## config.mk

```make
export PLATFORM = sky130hd
export DESIGN_NAME = trial_division_primality
export DESIGN_NICKNAME = d
export VERILOG_FILES = /design/src/hw/rtl/tdp_pkg.sv /design/src/hw/rtl/trial_division_primality.sv
export SDC_FILE = /design/constraint.sdc
export NUM_CORES = 1
export LEC_CHECK = 0
export BUFFER_PORTS_ARGS = -buffer_cell sky130_fd_sc_hd__buf_2
export CORE_MARGIN = 5
export CORE_UTILIZATION = 56
export DETAILED_ROUTE_END_ITERATION = 8
export PLACE_DENSITY = 0.77
export SYNTH_ARGS = -nofsm -noshare
export SYNTH_HDL_FRONTEND = slang
export SYNTH_SLANG_ARGS = --single-unit
```

## constraint.sdc

```tcl
create_clock -name clk -period 3.76 [get_ports clk]
set_input_delay 0.752 -clock clk [delete_from_list [all_inputs] [get_ports clk]]
set_output_delay 0.752 -clock clk [all_outputs]
set_load 0.01 [all_outputs]
```

## src/hw/rtl/tdp_pkg.sv

```systemverilog
package tdp_pkg;

  localparam int CANDIDATE_WIDTH     = 32;
  localparam int VALUE_WIDTH_DEFAULT = 32;
  localparam int OUT_DATA_WIDTH      = 8;

endpackage

```

## src/hw/rtl/trial_division_primality.sv

```systemverilog
// Channel   Direction  Word                               Notes
// s_axis    in         tdata[31:0] = candidate            taken only while no test is running
// m_axis    out        tdata[0] = is_prime, [7:1] zero    held in a register until taken
//
// Zero, one, two and even values are settled in the classify state, without any division.
// Each odd divisor goes one bit a cycle through the restoring divider; a check state then
// compares the quotient with the divisor and tests the remainder for zero.
// The reset rst is synchronous and clears the state and the output valid.
// A stalled output holds its word; the next word may be taken and tested meanwhile,
// and its finished test waits until the held word moves on.
module trial_division_primality #(
  parameter int VALUE_WIDTH = tdp_pkg::VALUE_WIDTH_DEFAULT
) (
  input  logic                                 clk,
  input  logic                                 rst,
  input  logic                                 s_axis_tvalid,
  output logic                                 s_axis_tready,
  input  logic [tdp_pkg::CANDIDATE_WIDTH-1:0]  s_axis_tdata,   // [31:0] candidate
  output logic                                 m_axis_tvalid,
  input  logic                                 m_axis_tready,
  output logic [tdp_pkg::OUT_DATA_WIDTH-1:0]   m_axis_tdata    // [0] is_prime, [7:1] zero
);
  import tdp_pkg::*;

  localparam int W     = VALUE_WIDTH;
  localparam int CNT_W = $clog2(VALUE_WIDTH);

  localparam logic [2:0] ST_IDLE     = 3'd0;
  localparam logic [2:0] ST_CLASSIFY = 3'd1;
  localparam logic [2:0] ST_DIV      = 3'd2;
  localparam logic [2:0] ST_CHECK    = 3'd3;
  localparam logic [2:0] ST_FIN      = 3'd4;

  localparam logic [W-1:0] VAL_TWO   = W'(2);
  localparam logic [W-1:0] VAL_THREE = W'(3);

  logic [2:0]       state;
  logic [W-1:0]     value;
  logic [W-1:0]     divisor;
  logic [W-1:0]     rem;
  logic [W-1:0]     quot;
  logic [CNT_W-1:0] cnt;
  logic             result;
  logic             out_valid;
  logic             out_result;

  logic [W-1:0]     cand_value;
  logic [W:0]       rem_shift;
  logic [W:0]       diff;
  logic             take;
  logic             out_free;
  logic             in_accept;

  generate
    if (W > CANDIDATE_WIDTH) begin : g_wide
      assign cand_value = {{(W - CANDIDATE_WIDTH){1'b0}}, s_axis_tdata};
    end else if (W == CANDIDATE_WIDTH) begin : g_equal
      assign cand_value = s_axis_tdata;
    end else begin : g_narrow
      assign cand_value = s_axis_tdata[W-1:0];
    end
  endgenerate

  assign rem_shift = {rem, quot[W-1]};
  assign diff      = rem_shift - {1'b0, divisor};
  assign take      = !diff[W];
  assign out_free  = !out_valid || m_axis_tready;
  assign in_accept = s_axis_tvalid && s_axis_tready;

  assign s_axis_tready = (state == ST_IDLE);
  assign m_axis_tvalid = out_valid;
  assign m_axis_tdata  = {{(OUT_DATA_WIDTH - 1){1'b0}}, out_result};

  always_ff @(posedge clk) begin
    if (rst) begin
      state     <= ST_IDLE;
      out_valid <= 1'b0;
    end else begin
      if (state == ST_FIN && out_free) begin
        out_valid <= 1'b1;
      end else if (out_valid && m_axis_tready) begin
        out_valid <= 1'b0;
      end
      case (state)
        ST_IDLE: begin
          if (in_accept) begin
            state <= ST_CLASSIFY;
          end
        end
        ST_CLASSIFY: begin
          if (value < VAL_TWO || value == VAL_TWO || !value[0]) begin
            state <= ST_FIN;
          end else begin
            state <= ST_DIV;
          end
        end
        ST_DIV: begin
          if (cnt == CNT_W'(W - 1)) begin
            state <= ST_CHECK;
          end
        end
        ST_CHECK: begin
          if (quot < divisor || rem == '0) begin
            state <= ST_FIN;
          end else begin
            state <= ST_DIV;
          end
        end
        ST_FIN: begin
          if (out_free) begin
            state <= ST_IDLE;
          end
        end
        default: begin
          state <= ST_IDLE;
        end
      endcase
    end
  end

  always_ff @(posedge clk) begin
    case (state)
      ST_IDLE: begin
        if (in_accept) begin
          value   <= cand_value;
          divisor <= VAL_THREE;
        end
      end
      ST_CLASSIFY: begin
        result <= (value == VAL_TWO);
        rem    <= '0;
        quot   <= value;
        cnt    <= '0;
      end
      ST_DIV: begin
        rem  <= take ? diff[W-1:0] : rem_shift[W-1:0];
        quot <= {quot[W-2:0], take};
        cnt  <= cnt + 1'b1;
      end
      ST_CHECK: begin
        result  <= (quot < divisor);
        divisor <= divisor + VAL_TWO;
        rem     <= '0;
        quot    <= value;
        cnt     <= '0;
      end
      ST_FIN: begin
        if (out_free) begin
          out_result <= result;
        end
      end
      default: begin
      end
    endcase
  end

endmodule

```

# Word-level counts from Yosys, hierarchy flattened
# Index checks and enable logic that the tools add are counted.
[word_totals] ff_bits=139 latchBits=0 ramBits=0 rom_bits=0 input_bits=36 output_inout_bits=10 word_cells=59 n_memories=0
[op_classes] add_sub_neg=3 n_mul=0 n_div=0 n_lt_le_gt_ge=2 n_eq_ne=9 shifts=0 muxes=15 bitwise=0 reduce_logical=21
[ops] operator="32-bit one-hot mux with 2 select lines" n=3
[ops] operator="32-bit 2-to-1 mux" n=2
[ops] operator="33-bit by 32-bit subtractor with 33-bit output" n=1
[ops] operator="32-bit by 2-bit adder with 32-bit output (second input constant)" n=1
[ops] operator="32-bit by 2-bit equality test with 1-bit output (second input constant)" n=1
[ops] operator="32-bit zero test" n=1
[ops] operator="32-bit by 2-bit < comparator with 1-bit output (second input constant)" n=1
[ops] operator="32-bit < comparator" n=1
[ops] operator="3-bit 2-to-1 mux" n=5
[ops] operator="3-bit one-hot mux with 5 select lines" n=1
[ops] operator="5-bit one-hot mux with 2 select lines" n=1
[ops] operator="2-bit nonzero test" n=4
[ops] operator="3-bit by 2-bit equality test with 1-bit output (second input constant)" n=2
[ops] operator="2-bit AND reduction" n=3
[ops] operator="5-bit by 1-bit adder with 5-bit output (second input constant)" n=1
[ops] operator="5-bit equality test (second input constant)" n=1
[ops] operator="1-bit logical OR" n=4
[ops] operator="2-bit != test (second input constant)" n=2
[ops] operator="3-bit by 1-bit equality test with 1-bit output (second input constant)" n=1
[ops] operator="3-bit equality test (second input constant)" n=1
[ops] operator="1-bit logical AND" n=3
[ops] operator="1-bit zero test" n=3
[ops] operator="3-bit zero test" n=1
[ops] operator="3-bit AND reduction" n=1
[ops] operator="other kinds (4)" n=5

# Logic depth before layout (Yosys ltp)
# Gate-level depths: netlist (run 1).
[depth] ltp_word=5 ltp_mapped=14

# Worst setup path before layout (run 1)
# OpenSTA, ideal clock, no wires.
[synth_timing] kind="reg2reg" startpoint="register state[1]" endpoint="register cnt[0], enable pin" setup_time_ns=0.496 arrival_ns=3.557 path_slack_ns=-0.293 stages_incl_launch_ff=4 path_cell_list="dfxtp_1 -> clkbuf_1 -> nor2_1 -> nor2_1"
[synth_between] elab_chain_len=3 elab_cells_between_ends=5 classes_between="eq/ne (3); reduce/logical (2)"
[synth_lines] element="start: declaration" line="trial_division_primality.sv:37" text="logic [2:0] state;"
[synth_lines] element="start signal: assignment" line="trial_division_primality.sv:76" text="state <= ST_IDLE;"
[synth_lines] element="start signal: assignment" line="trial_division_primality.sv:87" text="state <= ST_CLASSIFY;"
[synth_lines] element="start signal: assignment" line="trial_division_primality.sv:92" text="state <= ST_FIN;"
[synth_lines] element="3-bit by 2-bit equality test with 1-bit output or 3-bit by 1-bit equality test with 1-bit output (tied branches)" line="trial_division_primality.sv:122" text="case (state)"
[synth_lines] element="2-bit OR reduction (no line)"
[synth_lines] element="2-bit nonzero test (no line) (*)"
[synth_lines] element="end signal: assignment" line="trial_division_primality.sv:138" text="cnt <= cnt + 1'b1;"
[synth_lines] element="end: declaration" line="trial_division_primality.sv:42" text="logic [CNT_W-1:0] cnt;"
# Mark *: on every way between the ends. The rest lies on a longest branch, timed or not.
# A chain may end at the register's enable or synchronous reset.

# Worst setup path after layout (run 1)
[layout_timing] startpoint="register divisor[1]" endpoint="register rem[25] (data pin)"
[layout_between] elab_chain_len=3
[layout_lines] element="start: declaration" line="trial_division_primality.sv:39" text="logic [W-1:0] divisor;"
[layout_lines] element="start signal: assignment" line="trial_division_primality.sv:142" text="divisor <= divisor + VAL_TWO;"
[layout_lines] element="33-bit by 32-bit subtractor with 33-bit output" line="trial_division_primality.sv:65" text="assign diff = rem_shift - {1'b0, divisor};"
[layout_lines] element="32-bit 2-to-1 mux" line="trial_division_primality.sv:136" text="rem <= take ? diff[W-1:0] : rem_shift[W-1:0];"
[layout_lines] element="32-bit one-hot mux with 2 select lines" line="trial_division_primality.sv:122"
[layout_lines] element="end signal: assignment" line="trial_division_primality.sv:136"
[layout_lines] element="end: declaration" line="trial_division_primality.sv:40" text="logic [W-1:0] rem;"
# Every way passes these cells.

==> results of run 1 <==
## critical path: stages (launching register included)
cell and delay (ps):
edfxtp_1 420, inv_1 120, ha_1 290, a21oi_1 80
nand4b_1 260, a2111oi_1 670, o31ai_1 240, o311ai_0 550
a21oi_1 160, xnor2_1 150, mux2i_1 150, nor2_1 60
## report_power, final
| group | switching (uW) | internal [uW] | total [uW] |
|---|---|---|---|
| Combinational | 957 | 708 | 1660 |
| Clock | 660 | 982 | 1640 |
| Sequential | 140 | 1960 | 2100 |
| Total | 1760 | 3650 | 5410 |
## layer usage
metal  vias to the layer above  routed length, um  part of all wire
met4                         0                634             0.034
met5                         -                  0                 0
met2                       191               8990              0.48
li1                       3103                  -                 -
met1                      3071               8050              0.43
met3                        41                932             0.050
## per-stage QoR
step	total power (uW)	cells	area, sq um	hold slack, ps
after floorplan	3390	838	8560	400
after global placement	3720	1044	8940	434
after detailed placement	3770	1044	8940	426
after CTS	5410	1076	9520	439
after global routing	5710	1076	9520	440
final	5410	1076	9520	438
## worst min path at each step
stage	startpoint	end	slack (ps)	cells past startpoint
2_1_floorplan	result	out_result	400	0
3_3_place_gp	result	out_result	430	0
5_1_grt	result	out_result	440	0
3_5_place_dp	result	out_result	430	0
4_1_cts	result	out_result	440	0
6_report	result	out_result	440	0
## cell families (layout without fill, tap and decap cells)
logic type,after synthesis,in the layout,share of synthesized area
multiplexers,26,26,0.0306
buffers and inverters,73,123,0.0378
XOR/XNOR,54,54,0.0554
other,1,7,0.000440
AND/OR/NAND/NOR,336,336,0.180
flip-flops,138,138,0.481
adder cells (fa/ha/maj),66,66,0.0977
AO/OA/AOI/OAI,138,138,0.117
## cell usage after synthesis, types with 3 or more instances
| library cell | instances | area (sq um) |
|---|---|---|
| a21oi_1 | 33 | 165 |
| nand4_1 | 15 | 93.8 |
| nor2b_1 | 4 | 25.0 |
| nor3b_1 | 3 | 22.5 |
| nor3_1 | 15 | 75.1 |
| a21o_1 | 28 | 210 |
| edfxtp_1 | 134 | 4020 |
| and3_1 | 11 | 68.8 |
| o21bai_1 | 5 | 37.5 |
| a211oi_1 | 7 | 52.6 |
| buf_2 | 3 | 15.0 |
| and4_1 | 3 | 26.3 |
| dfxtp_1 | 4 | 80.1 |
| buf_1 | 4 | 15.0 |
| nand2b_1 | 8 | 50.1 |
| o22ai_1 | 4 | 25.0 |
| nor2_1 | 84 | 315 |
| and2_1 | 6 | 37.5 |
| or3_1 | 5 | 31.3 |
| o21ai_0 | 18 | 90.1 |
| xor2_1 | 10 | 87.6 |
| nand3_1 | 22 | 110 |
| o21a_1 | 5 | 37.5 |
| buf_4 | 10 | 75.1 |
| clkbuf_1 | 12 | 45.0 |
| o31ai_1 | 4 | 30.0 |
| nor4_1 | 20 | 125 |
| mux2i_1 | 25 | 250 |
| ha_1 | 65 | 813 |
| xnor2_1 | 44 | 385 |
| nand2_1 | 132 | 495 |
| inv_1 | 41 | 154 |
## flip-flops by register name (all words and copies together) (netlist names)
name,cells
quot,32
rem,32
value,32
divisor,31
cnt,5
state,3
m_axis_tvalid,1
out_result,1
result,1
## cell type report
type,instances,area (sq um),share of cell area
clock buffer,19,433,0.0455
inverter,43,161,0.0170
clock inverter,13,144,0.0151
sequential,138,4100,0.431
tap,188,235,0.0247
timing repair buffer,48,290,0.0305
multi-input combinational,627,4150,0.436
==> qor.yml, run 1 <==
outcome: "finished, final reports clean"
period_share: 0.914
grt_max_degree: 69
io_pins: 46
vias_per_cell: 5.95
fmax_mhz: 291
fin_crit_ps: 3440
path_clk_slew_ps: 60
hold_path_class: "flip-flop to flip-flop"
relSlewSlack: 0.460
syn-cell-area_sq_um: 8530
critPathMaxFanout: 5
htree_levels: 4
criticalPathCategory: "flip-flop to flip-flop"
yosys_register_bits: 138
vias: 6406
crit_path_start_kind: "flip-flop"
post_cts_buffers: 0
final_layout_size_suffix_gt1_frac: 0.107
rsz0062_at_grt: "false"
finClkSkew_ps: 9.28
synth_edf_count: 134
start_util: 0.565
rr_worst_depth: 11
nets: 977
power_leakage_uw: 0.00388
fp-row-count: 45
power.density_nw_per_um2: 568
io_buffers: 38
firstDrtPassIters: 5
cts-resized-gates: 0
drc: 0
grt_pass1_wl_um: 30900
cap_violations: 0
grt_overflow_total: 0
dieArea_sq_um: 17800
dieWidth_um: 133
r2r_end: "rem[25]"
setup_violations: 0
cp-end-kind: "flip-flop"
synth_ff_type: "edfxtp_1"
hold_buffers: 0
hold_viol_final: 0
track_usage: 0.218
setup_ws_ps: 322
final_util: 0.631
clock_latency_ps: 420
hpwl_um: 13300
clockBufferDepth: 2
crit_start: "divisor[1]"
crit_end: "rem[25]"
met1_usage: 0.277
fp.dieH_um: 133
drt-total-wl_um: 18600
use_met3: 0.0446
tns_ps: 0
worstPathRequired_ps: 3900
worstPathArrival_ps: 3580
ant_nets: 0
clockRootBuffer: "clkbuf_16"
grt_util_met2: 0.360
drt-wirelength-per-cell_um: 17.3
yosysSeqAreaShare: 0.481
final_cell_mix: "edfxtp_1 (134), nand2_1 (132), nor2_1 (83)"
synth_area_per_cell_sq_um: 10.3
final_common_cell: "edfxtp_1"
cts_tree: "done"
first_global_vias: 6329
synth_cells: 832
cts_buffers: 17
rrSetupSlack_ps: 320
insertedDiodeCount: 0
clock-sinks: 138
maxSlewViolCount: 0
tightest_slew_ps: 809
synth-async-reset-ratio: 0
grt_antenna_before_repair: 0
reg2reg_from: "divisor[1]"
fillers: 1226
syn2layout_area_growth_pct: 11.6
core_area_sq_um: 15100
ir_worst_vdd_v: 0.000534
drt-initial-drc-count: 574
ys_warn_count: 0
routabilityCongestion: 0.904
grt.busiest_layer: "met2"
synth_cell_type_count: 70
pre_cts_slack_ps: 407
Note: power is estimated with default switching activity, not from simulation.
==> inputs of run 2 (changes only) <==
- CTS_CLUSTER_DIAMETER: not set -> 50
- REMOVE_ABC_BUFFERS: not set -> 1
==> run 2 against run 1 <==
Critical endpoint is now rem[24]. Final area is 0.14% lower. Maximum frequency is 0.65% lower. Critical path depth increased by 1. Sequential cell count unchanged. Combinational power hardly changed. Largest cell class unchanged. Register-to-register slack lost 20 ps. Worst hold slack improved by 34 ps. Wire length fell by 0.92%. Clock power rose by 3%. Die area unchanged.
==> qor.yml, run 2 (synthesis gave the netlist of run 1 again) <==
outcome: "finished, final reports clean"  # unchanged
swShare: 0.338  # was 0.325
hold_viol_final: 0  # unchanged
hold_buffers: 0  # unchanged
first_global_vias: 6148  # was 6329
cts_tree: "done"  # unchanged
pwr-share-comb: 0.305  # was 0.308
clockPowerShare: 0.309  # was 0.304
io_buffers: 38  # unchanged
final_common_cell: "edfxtp_1"  # unchanged
drt-initial-drc-count: 542  # was 574
finClkSkew_ps: 8.66  # was 9.28 ps
cap_violations: 0  # unchanged
htree_levels: 4  # unchanged
period_share: 0.920  # was 0.914
clockBufferDepth: 2  # unchanged
p_switching_uw: 1840  # was 1760 uW
fp.dieH_um: 133  # unchanged
criticalPathCategory: "flip-flop to flip-flop"  # unchanged
clockRootBuffer: "clkbuf_16"  # unchanged
path_clk_slew_ps: 70  # was 60 ps
syn2layout_area_growth_pct: 11.4  # was 11.6%
rsz0062_at_grt: "false"  # unchanged
fillers: 1209  # was 1226
grt_pass1_wl_um: 30300  # was 30900 um
cts_buffers: 17  # unchanged
critPathMaxFanout: 10  # was 5
nets: 976  # was 977
ir_worst_vdd_v: 0.000366  # was 0.000534 V
fmax_mhz: 289  # was 291 MHz
tns_ps: 0  # unchanged
grt_max_degree: 70  # was 69
track_usage: 0.213  # was 0.218
grt_overflow_total: 0  # unchanged
ant_nets: 0  # unchanged
p_seq_frac: 0.386  # was 0.389
total_power_uw: 5450  # was 5410 uW
crit_path_start_kind: "flip-flop"  # unchanged
drt-wirelength-per-cell_um: 17.2  # was 17.3 um
dieWidth_um: 133  # unchanged
reg.largest.list: "quot (32), rem (32), value (32)"  # unchanged
final_layout_size_suffix_gt1_frac: 0.107  # about the same
io_pins: 46  # unchanged
firstDrtPassIters: 7  # was 5
maxSlewViolCount: 0  # unchanged
relSlewSlack: 0.363  # was 0.460
regArea_sq_um: 4100  # unchanged
cts-resized-gates: 0  # unchanged
routabilityCongestion: 0.859  # was 0.904
multi_input_area_sq_um: 4150  # unchanged
core_area_sq_um: 15100  # unchanged
setup_violations: 0  # unchanged
worstPathArrival_ps: 3630  # was 3580 ps
clock-sinks: 138  # unchanged
insertedDiodeCount: 0  # unchanged
hpwl_um: 13000  # was 13300 um
placed_cell_area_sq_um: 8920  # was 8940 sq um
internal-power_uw: 3610  # was 3650 uW
post_cts_buffers: 0  # unchanged
worstPathRequired_ps: 3930  # was 3900 ps
tightest_slew_ps: 955  # was 809 ps
drc: 0  # unchanged
clock_latency_ps: 440  # was 420 ps
dieArea_sq_um: 17800  # unchanged
vias: 6404  # was 6406
final_cell_mix: "edfxtp_1 (134), nand2_1 (132), nor2_1 (83)"  # unchanged
drt-total-wl_um: 18400  # was 18600 um
hold_path_class: "flip-flop to flip-flop"  # unchanged
vias_per_cell: 5.96  # was 5.95
final_area_sq_um: 9510  # was 9520 sq um
fp-row-count: 45  # unchanged
grt_antenna_before_repair: 0  # unchanged
cp-end-kind: "flip-flop"  # unchanged
power.density_nw_per_um2: 573  # was 568 nW/um^2
start_util: 0.565  # unchanged
power_leakage_uw: 0.00388  # about the same
fin_crit_ps: 3460  # was 3440 ps
-- run 2: cell count changes in the layout (fill, tap and decap cells not counted) --
cell | previous run | this run
inv_8 | 1 | 5
clkinv_2 | 3 | 0
inv_6 | 2 | 5
buf_12 | 2 | 1
bufinv_16 | 2 | 1
clkbuf_1 | 2 | 1
clkinv_4 | 2 | 1
clkinvlp_4 | 3 | 2
-- run 2: area by class of cell --
class                           count  area share
Tap cell                          188      0.0247
Inverter                           43      0.0170
Clock buffer                       18      0.0451
Multi-Input combinational cell    627       0.437
Timing Repair Buffer               47      0.0284
Clock inverter                     14      0.0162
Sequential cell                   138       0.432
-- run 2: per-stage QoR --
step	instances	hold slack (ps)	util	worst slack, ps
detailed placement	1043	452	0.591	325
floorplan	808	400	-	-1310
global placement	1043	452	0.591	431
CTS	1075	478	0.630	292
global route	1075	472	0.630	20.7
finish	1075	472	0.630	299
-- run 2: final timing paths --
| check | from | to | slack, ps | cells after the start |
|---|---|---|---|---|
| setup / recovery | divisor[1] | rem[24] | 300 | 12 |
| hold / removal | result | out_result | 470 | 0 |
| setup reg to reg | divisor[1] | rem[24] | 300 | 12 |
| hold reg to reg | result | out_result | 470 | 0 |
-- run 2: worst max-delay path, cell delays in order, from the launching register on --
cell and delay (ps):
edfxtp_1 420, inv_1 120, fa_1 500, a211oi_1 280
o21bai_2 110, a21oi_2 250, o41ai_4 140, a41oi_4 350
o21ai_2 150, xor2_4 330, buf_4 260, mux2i_1 210
nor2_1 60
-- run 2: power groups by stage --
| stage | Clock [uW] | Sequential [uW] | Combinational [uW] |
|---|---|---|---|
| finish | 1690 | 2100 | 1660 |
| global route | 1770 | 2120 | 1850 |
| CTS | 1690 | 2100 | 1650 |
| detailed placement | 0 | 2130 | 1630 |
| global placement | 0 | 2130 | 1590 |
| floorplan | 0 | 2080 | 1300 |
-- run 2: metal layers --
metal | up-vias | GRT usage | wire [um]
li1 | 3114 | - | -
met2 | 213 | 0.348 | 8780
met4 | 0 | 0.0777 | 374
met5 | - | 0 | 0
met1 | 3045 | 0.290 | 8150
met3 | 32 | 0.0351 | 1150
==> inputs of run 3 (changes only) <==
- CORE_UTILIZATION: 56 -> 58
- CTS_BUF_LIST: not set -> sky130_fd_sc_hd__clkbuf_4
- PLACE_DENSITY: 0.77 -> 0.79
==> run 3 against run 2 <==
Global-route usage is 0.50 points lower. Critical path type unchanged. Highest routed layer unchanged. Register-to-register slack better by 20 ps. Largest cell class unchanged. Die area is 3.2% lower. Largest power group unchanged.
==> qor.yml, run 3 (synthesis gave the netlist of run 1 again) <==
outcome: "finished, final reports clean"  # unchanged
drt-wirelength-per-cell_um: 16.5  # was 17.2 um
period_share: 0.914  # was 0.920
criticalPathCategory: "flip-flop to flip-flop"  # unchanged
vias_per_cell: 5.88  # was 5.96
htree_levels: 4  # unchanged
multi_input_area_sq_um: 4150  # unchanged
reg2reg_from: "divisor[1]"  # unchanged
worstPathRequired_ps: 4070  # was 3930 ps
grt_pass1_wl_um: 29700  # was 30300 um
hold_buffers: 0  # unchanged
ant_nets: 0  # unchanged
r2r_end: "rem[3]"  # was rem[24]
firstDrtPassIters: 5  # was 7
hold_viol_final: 0  # unchanged
cts-resized-gates: 0  # unchanged
crit_path_start_kind: "flip-flop"  # unchanged
rsz0062_at_grt: "false"  # unchanged
fillers: 1119  # was 1209
tightest_slew_ps: 601  # was 955 ps
nets: 976  # unchanged
regArea_sq_um: 4100  # unchanged
start_util: 0.589  # was 0.565
clock_latency_ps: 550  # was 440 ps
final_cell_mix: "edfxtp_1 (134), nand2_1 (132), nor2_1 (83)"  # unchanged
grt_antenna_before_repair: 1  # was 0
cts_tree: "done"  # unchanged
path_clk_slew_ps: 130  # was 70 ps
cap_violations: 0  # unchanged
critPathMaxFanout: 20  # was 10
track_usage: 0.208  # was 0.213
vias: 6302  # was 6404
clockBufferDepth: 2  # unchanged
hpwl_um: 13100  # was 13000 um
routabilityCongestion: 0.931  # was 0.859
placed_cell_area_sq_um: 8930  # was 8920 sq um
hp-start: "s_axis_tdata[6]"  # was result
clock-sinks: 138  # unchanged
setup_violations: 0  # unchanged
finClkSkew_ps: 22.5  # was 8.66 ps
power.density_nw_per_um2: 513  # was 573 nW/um^2
reg.largest.list: "quot (32), rem (32), value (32)"  # unchanged
dp.cells: 1039  # was 1043
holdPathStages: 1  # was 0
rrSetupSlack_ps: 320  # was 300 ps
syn2layout_area_growth_pct: 8.18  # was 11.4%
dieWidth_um: 131  # was 133 um
final_area_sq_um: 9230  # was 9510 sq um
fp.dieH_um: 131  # was 133 um
fmax_mhz: 291  # was 289 MHz
first_global_vias: 6097  # was 6148
instances_no_fill: 1072  # was 1075
clockRootBuffer: "clkbuf_4"  # was clkbuf_16
holdPathEnd: "value[6]"  # was out_result
worstPathArrival_ps: 3750  # was 3630 ps
final_common_cell: "edfxtp_1"  # unchanged
cts_buffers: 17  # unchanged
fp-row-count: 44  # was 45
power_leakage_uw: 0.00376  # was 0.00388 uW
relSlewSlack: 0.599  # was 0.363
cp-end-kind: "flip-flop"  # unchanged
drt-total-wl_um: 17700  # was 18400 um
dieArea_sq_um: 17200  # was 17800 sq um
drc: 0  # unchanged
total_power_uw: 4740  # was 5450 uW
core_area_sq_um: 14500  # was 15100 sq um
final_layout_size_suffix_gt1_frac: 0.107  # unchanged
grt_max_degree: 50  # was 70
grt_overflow_total: 0  # unchanged
post_cts_buffers: 0  # unchanged
io_pins: 46  # unchanged
hold_path_class: "primary input to flip-flop"  # was flip-flop to flip-flop
drt-initial-drc-count: 431  # was 542
ir_worst_vdd_v: 0.000289  # was 0.000366 V
fin_crit_ps: 3440  # was 3460 ps
io_buffers: 38  # unchanged
maxSlewViolCount: 0  # unchanged
rr_worst_depth: 12  # unchanged
[run 3: cell count changes in the layout (fill, tap and decap cells not counted), sizes merged]
cell    change
clkinv      +3
inv         -4
diode       +1
bufinv      +1
[run 3: cell type report]
cell class	count	share of cell area
Antenna cell	1	0.000271
Clock buffer	18	0.0146
Clock inverter	14	0.0174
Inverter	43	0.0175
Multi-Input combinational cell	627	0.450
Sequential cell	138	0.445
Tap cell	184	0.0249
Timing Repair Buffer	47	0.0306
[run 3: critical path, stage by stage (launching register included)]
cell and delay (ps):
edfxtp_1 450, inv_1 120, fa_1 490, a211oi_1 280
o21bai_2 110, a21oi_2 260, o41ai_4 150, a41oi_4 360
o21ai_2 160, xor2_4 200, buf_4 340, mux2i_1 230
nor2_1 50
[run 3: metrics by stage]
| stage | setup slack [ps] | TNS [ps] | util | hold WS (ps) |
|---|---|---|---|---|
| 2_1_floorplan | -1310 | -84480 | - | 400 |
| 3_3_place_gp | 341 | 0 | 0.617 | 457 |
| 3_5_place_dp | 337 | 0 | 0.617 | 433 |
| 4_1_cts | 308 | 0 | 0.637 | 335 |
| 5_1_grt | 65.7 | 0 | 0.637 | 318 |
| 6_report | 323 | 0 | 0.637 | 372 |
[run 3: how the worst max path moves through the flow]
stage                     from       to  slack, ps  cells past startpoint
finish              divisor[1]   rem[3]        320                     12
global route        divisor[1]   rem[3]         70                     12
CTS                 divisor[1]   rem[3]        310                     12
detailed placement  divisor[1]   rem[3]        340                     12
global placement    divisor[1]   rem[3]        340                     12
floorplan           divisor[1]  rem[17]      -1310                     11
[run 3: power breakdown]
group	switching, uW	internal [uW]
clock	593	417
sequential	139	1960
combinational	940	691
[run 3: metal layers]
metal  track usage  vias up  share of wire
li1              -     3117              -
met1         0.285     2982           0.46
met2         0.343      182           0.48
met3        0.0333       21          0.050
met4        0.0657        0          0.013
met5             0        -              0
